--- src/hdl/cmrl_pkg.sv ---
// Shared types and codes for the control message rate limiter.
// No dependencies; imported by every module of the block.
package cmrl_pkg;

  localparam int TIME_W = 32;
  localparam int WIN_W  = 16;

  // message kinds
  localparam logic [1:0] TYPE_REQUEST = 2'd0;
  localparam logic [1:0] TYPE_REPLY   = 2'd1;
  localparam logic [1:0] TYPE_ERROR   = 2'd2;
  localparam logic [1:0] TYPE_OTHER   = 2'd3;

  // drop reasons
  localparam logic [1:0] WHY_NONE = 2'd0;
  localparam logic [1:0] WHY_HELD = 2'd1;
  localparam logic [1:0] WHY_RATE = 2'd2;

  // configuration register indexes
  localparam logic [1:0] CFG_LIMITER_ENABLE = 2'd0;
  localparam logic [1:0] CFG_HOLD_REPLIES   = 2'd1;
  localparam logic [1:0] CFG_WINDOW_MS      = 2'd2;

  localparam logic [WIN_W-1:0] WINDOW_RESET = 16'd1000;

  // per-log control from the pipeline
  typedef struct packed {
    logic rd_en;   // new transaction accepted: fetch oldest entry
    logic upd_en;  // decision stage commits a message of this log
  } cmrl_log_ctl_t;

endpackage

--- src/hdl/cmrl_log.sv ---
// One send-time log: ring memory with head pointer and fill count.
// Depends on cmrl_pkg.
module cmrl_log #(
  parameter int DEPTH = 9
) (
  input  logic                        clk,
  input  logic                        rst_n,
  input  cmrl_pkg::cmrl_log_ctl_t     ctl,
  input  logic [cmrl_pkg::TIME_W-1:0] now,
  input  logic [cmrl_pkg::WIN_W-1:0]  window,
  output logic                        admit
);
  import cmrl_pkg::*;

  localparam int AW = (DEPTH > 1) ? $clog2(DEPTH) : 1;
  localparam int CW = $clog2(DEPTH + 1);

  logic [TIME_W-1:0] mem [DEPTH];
  logic [TIME_W-1:0] stored_r;
  logic [TIME_W-1:0] fwd_data_r;
  logic              fwd_hit_r;
  logic [AW-1:0]     head_r, head_nxt;
  logic [CW-1:0]     count_r, count_nxt;

  logic              full;
  logic [TIME_W-1:0] oldest;
  logic [TIME_W-1:0] age;
  logic [AW:0]       slot_sum;
  logic [AW-1:0]     slot;
  logic [AW-1:0]     head_inc;
  logic [AW-1:0]     wr_addr;
  logic              wr_en;

  assign full   = (count_r == CW'(DEPTH));
  assign oldest = fwd_hit_r ? fwd_data_r : stored_r;
  assign age    = now - oldest;
  assign admit  = !full || (age >= {{(TIME_W-WIN_W){1'b0}}, window});

  assign slot_sum = {1'b0, head_r} + (AW+1)'(count_r);
  assign slot     = (slot_sum >= (AW+1)'(DEPTH)) ? AW'(slot_sum - (AW+1)'(DEPTH))
                                                  : slot_sum[AW-1:0];
  assign head_inc = ((AW+1)'(head_r) + (AW+1)'(1) >= (AW+1)'(DEPTH)) ? '0
                                                                    : head_r + AW'(1);

  assign wr_en   = ctl.upd_en && admit;
  assign wr_addr = full ? head_r : slot;

  always_comb begin
    head_nxt  = head_r;
    count_nxt = count_r;
    if (wr_en) begin
      if (full) begin
        head_nxt = head_inc;  // overwrite oldest, advance
      end else begin
        count_nxt = count_r + CW'(1);
      end
    end
  end

  always_ff @(posedge clk) begin
    if (!rst_n) begin
      head_r    <= '0;
      count_r   <= '0;
      fwd_hit_r <= 1'b0;
    end else begin
      head_r  <= head_nxt;
      count_r <= count_nxt;
      if (ctl.rd_en) begin
        fwd_hit_r <= wr_en && (wr_addr == head_nxt);
      end
    end
  end

  // memory: read oldest entry at the head the next message will see
  always_ff @(posedge clk) begin
    if (wr_en) begin
      mem[wr_addr] <= now;
    end
    if (ctl.rd_en) begin
      stored_r   <= mem[head_nxt];
      fwd_data_r <= now;
    end
  end

endmodule

--- src/hdl/control_message_rate_limiter.sv ---
// Top level of the control message rate limiter.
// Depends on cmrl_pkg and cmrl_log.
//
// Usage: each input transaction carries one outgoing control message
// (in_tuser = message kind, in_tdata = current time in ms). Each produces
// exactly one result transaction (send_ok, drop_reason), in order.
// Configuration (limiter enable, reply hold, window length) is written
// through cfg_we/cfg_addr/cfg_wdata while no message is in flight.
// Path: an accepted input loads the decision stage together with the log
// memory read; the result then goes to the output register.
// Throughput: one message per cycle unless the receiver stalls. The
// decision for a message and the log write-back happen in the same
// cycle, and the next message's read address comes from the updated
// head pointer, with write forwarding when both touch the same log entry.
// Reset (rst_n low, synchronous) empties both logs, restores the
// register defaults and clears all valid flags; log contents are not
// cleared. When the receiver stalls, the result holds in the output
// register and the decision stage holds; in_tready drops only when both
// are occupied and out_tready is low.
module control_message_rate_limiter #(
  parameter int REQUEST_LIMIT = 10,
  parameter int ERROR_LIMIT   = 10
) (
  input  logic        clk,
  input  logic        rst_n,
  // input channel
  input  logic        in_tvalid,
  output logic        in_tready,
  input  logic [31:0] in_tdata,   // [31:0] now_ms
  input  logic [1:0]  in_tuser,   // [1:0] req_type
  // result channel
  output logic        out_tvalid,
  input  logic        out_tready,
  output logic [7:0]  out_tdata,  // [0] send_ok, [2:1] drop_reason, [7:3] zero
  // configuration
  input  logic        cfg_we,
  input  logic [1:0]  cfg_addr,
  input  logic [15:0] cfg_wdata
);
  import cmrl_pkg::*;

  // configuration registers
  logic             limiter_enable_r;
  logic             hold_replies_r;
  logic [WIN_W-1:0] window_ms_r;

  // decision stage
  logic              s1_valid_r;
  logic [1:0]        s1_type_r;
  logic [TIME_W-1:0] s1_now_r;

  // output register
  logic       out_valid_r;
  logic       out_send_ok_r;
  logic [1:0] out_reason_r;

  logic          in_fire, s1_adv, s1_fire;
  logic          req_admit, err_admit;
  logic [1:0]    why;
  cmrl_log_ctl_t req_ctl, err_ctl;

  assign s1_adv    = !out_valid_r || out_tready;
  assign s1_fire   = s1_valid_r && s1_adv;
  assign in_tready = !s1_valid_r || s1_adv;
  assign in_fire   = in_tvalid && in_tready;

  // reply hold wins, then the per-kind log when limiting is on
  always_comb begin
    why = WHY_NONE;
    if (hold_replies_r && (s1_type_r == TYPE_REPLY)) begin
      why = WHY_HELD;
    end else if (limiter_enable_r) begin
      if ((s1_type_r == TYPE_REQUEST) && !req_admit) begin
        why = WHY_RATE;
      end else if ((s1_type_r == TYPE_ERROR) && !err_admit) begin
        why = WHY_RATE;
      end
    end
  end

  // both logs fetch on every accepted message; only the matching one commits
  assign req_ctl.rd_en  = in_fire;
  assign req_ctl.upd_en = s1_fire && limiter_enable_r && (s1_type_r == TYPE_REQUEST);
  assign err_ctl.rd_en  = in_fire;
  assign err_ctl.upd_en = s1_fire && limiter_enable_r && (s1_type_r == TYPE_ERROR);

  cmrl_log #(.DEPTH(REQUEST_LIMIT - 1)) u_req_log (
    .clk    (clk),
    .rst_n  (rst_n),
    .ctl    (req_ctl),
    .now    (s1_now_r),
    .window (window_ms_r),
    .admit  (req_admit)
  );

  cmrl_log #(.DEPTH(ERROR_LIMIT - 1)) u_err_log (
    .clk    (clk),
    .rst_n  (rst_n),
    .ctl    (err_ctl),
    .now    (s1_now_r),
    .window (window_ms_r),
    .admit  (err_admit)
  );

  // configuration writes; unknown index is ignored
  always_ff @(posedge clk) begin
    if (!rst_n) begin
      limiter_enable_r <= 1'b1;
      hold_replies_r   <= 1'b0;
      window_ms_r      <= WINDOW_RESET;
    end else if (cfg_we) begin
      case (cfg_addr)
        CFG_LIMITER_ENABLE: limiter_enable_r <= cfg_wdata[0];
        CFG_HOLD_REPLIES:   hold_replies_r   <= cfg_wdata[0];
        CFG_WINDOW_MS:      window_ms_r      <= cfg_wdata;
        default: ;
      endcase
    end
  end

  // control: advance stage valid flags
  always_ff @(posedge clk) begin
    if (!rst_n) begin
      s1_valid_r  <= 1'b0;
      out_valid_r <= 1'b0;
    end else begin
      if (in_tready) begin
        s1_valid_r <= in_fire;
      end
      if (s1_adv) begin
        out_valid_r <= s1_valid_r;
      end
    end
  end

  // payload: hold while stalled
  always_ff @(posedge clk) begin
    if (in_fire) begin
      s1_type_r <= in_tuser;
      s1_now_r  <= in_tdata;
    end
    if (s1_fire) begin
      out_send_ok_r <= (why == WHY_NONE);
      out_reason_r  <= why;
    end
  end

  assign out_tvalid = out_valid_r;
  assign out_tdata  = {5'b0, out_reason_r, out_send_ok_r};

endmodule

--- config.mk ---
export PLATFORM = sky130hd
export DESIGN_NAME = control_message_rate_limiter
export DESIGN_NICKNAME = d
export VERILOG_FILES = /design/src/hdl/cmrl_pkg.sv /design/src/hdl/cmrl_log.sv /design/src/hdl/control_message_rate_limiter.sv
export SDC_FILE = /design/constraint.sdc
export NUM_CORES = 1
export LEC_CHECK = 0
export BUFFER_PORTS_ARGS = -buffer_cell sky130_fd_sc_hd__buf_2
export CORE_MARGIN = 2
export CORE_UTILIZATION = 40
export CTS_CLUSTER_DIAMETER = 150
export DETAILED_ROUTE_END_ITERATION = 7
export HOLD_SLACK_MARGIN = 0.1
export PLACE_DENSITY = 0.69
export SYNTH_ARGS = -nofsm -noshare
export SYNTH_HDL_FRONTEND = slang
export SYNTH_SLANG_ARGS = --single-unit
--- constraint.sdc ---
create_clock -name clk -period 6.36 [get_ports clk]
set_input_delay 0.318 -clock clk [delete_from_list [all_inputs] [get_ports clk]]
set_output_delay 0.318 -clock clk [all_outputs]
set_load 0.03 [all_outputs]
== Word-level counts from Yosys, hierarchy flattened ==
Memory sizes are Yosys's and may differ from the RTL's. A register that Yosys moved wholly into a read port is not among the register bits.
Cells that the tools add are included.
Word-level totals
  flip-flop bits (word level): 107
  bits in writable memories: 576
  input port bits: 57
  output and inout port bits: 10
  logic and storage cells: 96
  memories kept: 2
Operators by class
  add/subtract/negate cells: 12
  magnitude comparators: 6
  equality and inequality tests: 8
  mux-type cells: 20
  bitwise logic cells: 2
  reduce and logical (&&, ||, !) cells: 30
Memory list
  u_err_log.mem: depth 9, bits a word 32, read ports 1, clocked after memory_dff 1, write ports 1, RTL line cmrl_log.sv:18  | logic [TIME_W-1:0] mem [DEPTH];
  u_req_log.mem: depth 9, bits a word 32, read ports 1, clocked after memory_dff 1, write ports 1, RTL line cmrl_log.sv:18
Operators with widths (count)
  >= comparator 32 x 16 -> 1 bit: 2
  2-to-1 mux 32 bit: 2
  subtractor 32 bit: 2
  2-to-1 mux 4 bit: 10
  >= comparator 5 x 4 -> 1 bit, second input constant: 4
  adder 4 x 1 -> 4 bit, second input constant: 4
  logical AND 1 bit: 12
  adder 4 x 1 -> 5 bit, second input constant: 2
  adder 4 x 4 -> 5 bit: 2
  AND reduction 2 bit: 5
  == test 4 bit: 2
  == test 4 bit, second input constant: 2
  2-to-1 mux 2 bit: 4
  subtractor 4 bit, second input constant: 2
  zero test 1 bit: 6
  zero test 2 bit: 3
  == test 2 x 1 -> 1 bit, second input constant: 2
  == test 2 bit, second input constant: 2
  logical OR 1 bit: 4
  2-to-1 mux 1 bit: 4
  inverter 1 bit: 2

== Logic depth before layout (Yosys ltp) ==
  depth after elaboration: 11
  depth in mapped cells: 29
  mapped depth without buffers: 25

== Cells and area by module ==
A second synthesis with hierarchy kept.
Second synthesis, totals
  cell total of the unflattened synthesis: 2718
  area, all modules: 36274.8 µm²
Modules (own cells, without submodules)
  cmrl_log at u_req_log: times used 1, cells an instance 1239, area each 17329.1 µm², sequential area each 10750.3 µm²
  cmrl_log at u_err_log: times used 1, cells an instance 1337, area each 16876.2 µm², sequential area each 10750.3 µm²
  control_message_rate_limiter: times used 1, cells an instance 142, area each 2069.5 µm², sequential area each 1511.4 µm²

== Worst setup path after synthesis ==
Ideal clock, no wire load.
  kind: register to register
  start: register u_err_log.fwd_hit_r
  end: memory u_err_log.mem[7][0] (enable)
  library setup time: 0.468 ns
  arrival: 6.585 ns
  required time: 5.892 ns
  setup slack: -0.693 ns
  cell stages (with the launch flop): 24
  buffers on the path: 2
  period minus slack after synthesis: 7.053 ns
  path through: dfxtp_1 -> clkbuf_1 -> clkbuf_1 -> mux2i_1 -> ha_1 -> nor2b_1 -> o2111a_1 -> o21a_1 -> o21a_1 -> nor2_1 -> o21bai_1 -> a21oi_1 -> xnor2_1 -> ha_1 -> nand4_1 -> a211oi_1 -> o41ai_1 -> a31oi_1 -> nor4_1 -> nand4_1 -> nor4_4 -> nand2b_1 -> or2_2 -> nor3b_1
Between the ends
  longest elaborated chain between the ends: 7
Ends and longest elaborated chain
  start: declaration: RTL line cmrl_log.sv:21  | logic fwd_hit_r;
  start signal: assignment: RTL line cmrl_log.sv:69  | fwd_hit_r <= wr_en && (wr_addr == head_nxt);
  2-to-1 mux 32 bit: RTL line cmrl_log.sv:35  | assign oldest = fwd_hit_r ? fwd_data_r : stored_r;
  subtractor 32 bit: RTL line cmrl_log.sv:36  | assign age = now - oldest;
  >= comparator 32 x 16 -> 1 bit: RTL line cmrl_log.sv:37  | assign admit = !full || (age >= {{(TIME_W-WIN_W){1'b0}}, window});
  logical OR 1 bit: RTL line cmrl_log.sv:37
  logical AND 1 bit: RTL line cmrl_log.sv:45  | assign wr_en = ctl.upd_en && admit;
  2-to-1 mux 1 bit: RTL line cmrl_log.sv:76  | if (wr_en) begin
  2-to-1 mux 1 bit (implied by the code): RTL line cmrl_log.sv:77  | mem[wr_addr] <= now;
  end: declaration: RTL line cmrl_log.sv:18
Every way passes these cells.

== Worst setup path in the final report ==
  start: register u_req_log.fwd_hit_r
  end: register u_req_log.stored_r[10] (read register of u_req_log.mem) (data pin)
Between the ends
  longest elaborated chain between the ends: 6
Ends and longest elaborated chain
  start: declaration: RTL line cmrl_log.sv:21
  start signal: assignment: RTL line cmrl_log.sv:69
  2-to-1 mux 32 bit: RTL line cmrl_log.sv:35
  subtractor 32 bit: RTL line cmrl_log.sv:36
  >= comparator 32 x 16 -> 1 bit: RTL line cmrl_log.sv:37
  logical OR 1 bit: RTL line cmrl_log.sv:37
  logical AND 1 bit: RTL line cmrl_log.sv:45
  2-to-1 mux 4 bit: RTL line cmrl_log.sv:51  | if (wr_en) begin
  end: declaration: RTL line cmrl_log.sv:19  | logic [TIME_W-1:0] stored_r;
Every way passes these cells.
A chain may end at the register's enable or synchronous reset.

==> impl_metrics.yaml <==
layout:
  post-route-util_pct: 48.5
  fin_area_um2: 41900
  finalNetCount: 3099
  syn_to_final_growth_pct: 20.7
  multi_input_area_um2: 12400
  n_fill_cell: 7311
  diodes: 0
  seqCellArea_um2: 22100
  drive_gt1_share_pct: 19.6
sta:
  fin_hold_ws_ps: 146
  finalSetupViolCount: 0
  min_period_over_period_pct: 97.9
  hold_violations: 0
  worst_slew_pin_slew_ps: 1040
  slew_violations: 0
  relSlewSlack_pct: 31.0
  period_needed_ps: 6230
  setup_tns_ps: 0
  rsz0062_at_grt: "yes"
  fin_skew_ps: 21.3
  fmax_mhz: 161
worst_setup_path:
  slowest_stage: "or4_4"
  reg2reg_slack_ps: 130
  crit_top_cell: "buf_4"
  critPathCaptureType: "flip-flop"
  cp.arrival_ps: 6600
  path_class: "flip-flop to flip-flop"
  max_stage_delay_ps: 520
  reg2regPathDepth: 28
  start_kind: "flip-flop"
  required_ps: 6730
  worstPathMaxFanout: 8
placement:
  place.gp.congestion: 0.995
  port_buffers: 61
  dpl.hpwl_um: 64400
  dpl_cell_area_um2: 38300
synth:
  synth_edf_count: 709
  synth_cells: 2612
  syn_area_per_cell_um2: 13.3
  ys_seq_area_share_pct: 63.6
  ys_async_sr_fraction_pct: 0
  ys.flop_type: "edfxtp_1"
  synthesis.area_um2: 34700
  synth_cell_type_count: 78
  yosysWarnings: 0
  ys_ff_latch: 747
routing:
  drcViolationCount: 0
  wl_um: 99500
  ant_nets: 0
  wl_per_cell_um: 24.1
  drtIter0Drc: 2574
  dr.pass1.iters: 6
  avgViaCountPerCell: 5.74
  vias: 23700
pwr:
  vdd_ir_drop_max_v: 0.000181
  leakagePower_nw: 14.4
  power_density_nw_per_um2: 253
clocking:
  cts_buffer_depth: 3
  cts.htree.levels: 3
  tritoncts: "yes"
  cts.reportedPaths.clkPinSlew_ps: 60
  clockRootBuffer: "clkbuf_16"
  cts.sinks: 747
  insertion_delay_ps: 630
  cts_buffers: 77
floorplanning:
  dieArea_um2: 89100
  coreArea_um2: 86300
  die_y_um: 298
  fp.dieW_um: 298
  io_pins: 67
  row_count: 108
  initial_utilization_pct: 40.2
status:
  status: "finished clean"
global_routing:
  grt_pass1_wl_um: 144000
  grt_max_degree: 69
  grt_overflow: 0
  track_usage_pct: 21.4
  grt_pass1_vias: 22700
  antenna_found_initial: 0
worst_hold_path:
  whs_path_depth: 5
  min_path_type: "input port to flip-flop"
run:
  maxCapViolations: 0
Yosys cell counts, drive strengths merged, types with 6 or more instances:
cell / number / area (µm²)
a211o: 39 / 342
a211oi: 73 / 548
a21boi: 13 / 97.6
a21o: 15 / 113
a21oi: 192 / 968
a221o: 32 / 320
a22o: 33 / 289
a22oi: 7 / 52.6
a31oi: 9 / 56.3
and2: 20 / 125
and3: 44 / 275
and4: 6 / 52.6
buf: 57 / 358
clkbuf: 82 / 308
dfxtp: 38 / 761
edfxtp: 709 / 21300
ha: 118 / 1480
inv: 53 / 199
mux2: 70 / 788
mux2i: 167 / 1680
nand2: 235 / 882
nand2b: 19 / 119
nand3: 26 / 130
nand3b: 8 / 72.6
nand4: 33 / 206
nor2: 159 / 597
nor2b: 14 / 87.6
nor3: 27 / 135
nor3b: 8 / 60.1
nor4: 11 / 83.8
o2111ai: 6 / 52.6
o211ai: 55 / 413
o21a: 20 / 150
o21ai: 77 / 385
o31ai: 11 / 82.6
or2: 7 / 43.8
xnor2: 40 / 350
xor2: 15 / 131
kinds of logic after synthesis:
kind of cell	share of synthesized area (%)
AOI/OAI and AO/OA	12.4
muxes	7.10
DFF	63.6
and+or+nand+nor	8.60
buffers and inverters	2.49
xor gates and xnor gates	1.39
other	0.0108
adders and majority gates	4.49
where the power goes:
group | internal (W) | switching [W]
combinational | 0.000335 | 0.000515
sequential | 0.00544 | 0.0000546
clock | 0.00238 | 0.00186
total | 0.00816 | 0.00243
path summary, 6_finish.rpt:
kind | from | end
max reg2reg | u_req_log.fwd_hit_r | u_req_log.stored_r[10]
min reg2reg | window_ms_r[4] | window_ms_r[4]
min | cfg_addr[0] | hold_replies_r
max | u_req_log.fwd_hit_r | u_req_log.stored_r[10]
flip-flops by register name (all words and copies together) (netlist names):
register / flops
u_err_log.mem: 288
s1_type_r: 2
hold_replies_r: 1
limiter_enable_r: 1
s1_valid_r: 1
u_err_log.head_r: 4
out_reason_r: 2
u_err_log.stored_r: 32
out_tvalid: 1
u_req_log.mem: 288
u_req_log.count_r: 4
s1_now_r: 32
u_err_log.count_r: 4
u_err_log.fwd_hit_r: 1
u_req_log.head_r: 4
u_req_log.fwd_hit_r: 1
u_req_log.stored_r: 32
u_req_log.fwd_data_r: 32
window_ms_r: 16
out_send_ok_r: 1
routing by layer:
| metal | share of wire, % | routed length (µm) | global-route usage, % |
|---|---|---|---|
| met5 | 0 | 0 | 0 |
| met4 | 3.1 | 3060 | 6.74 |
| met3 | 7.5 | 7470 | 3.30 |
| met2 | 46 | 45900 | 34.3 |
| met1 | 43 | 43100 | 30.1 |
area by class of cell:
class | count | share of cell area, %
tap | 1155 | 3.45
timing repair buffer | 364 | 8.31
clock buffer | 94 | 4.81
inverter | 53 | 0.487
multi-input combinational | 1677 | 29.5
sequential | 747 | 52.7
clock inverter | 37 | 0.762
through the flow:
| step | worst slack, ps | cells | total power [W] |
|---|---|---|---|
| 2_1_floorplan | -693 | 2616 | 0.00608 |
| 3_3_place_gp | -91.7 | 3924 | 0.00638 |
| 3_5_place_dp | -221 | 3924 | 0.00639 |
| 4_1_cts | 1.25 | 4113 | 0.0106 |
| 5_1_grt | -127 | 4127 | 0.0109 |
| 6_report | 132 | 4127 | 0.0106 |
cells in the final DEF, fill, tap and decap left out, types with 43 or more instances in the layout:
cell type / instances
edfxtp_1: 709
nand2_1: 234
buf_4: 190
a21oi_1: 183
mux2i_1: 159
nor2_1: 119
ha_1: 113
clkbuf_16: 86
a211oi_1: 71
o21ai_0: 70
buf_2: 61
o211ai_1: 55
dlygate4sd3_1: 55
inv_1: 52
and3_1: 44
mux2_2: 43
worst max-delay path: cells and delay by family (launching register included):
family          cells  cell delay (ps)
compound gates     11             2250
buf+inv             7             1090
simple gates        5              950
fa+ha+maj           2              640
mux                 2              460
flops               1              370
xor+xnor            1              180
repair_timing:
| action | 4_1_cts | 5_1_grt |
|---|---|---|
| endpoints found under the setup margin | 32 | 100 |
| resized for setup | 7 | 105 |
| hold buffers | 55 | 0 |
| hold endpoints to repair | 54 | 0 |
| pin swaps | 4 | 58 |
| gates cloned | 1 | 11 |
| setup buffers | 2 | 3 |
Power figures use the tool's default switching activity.
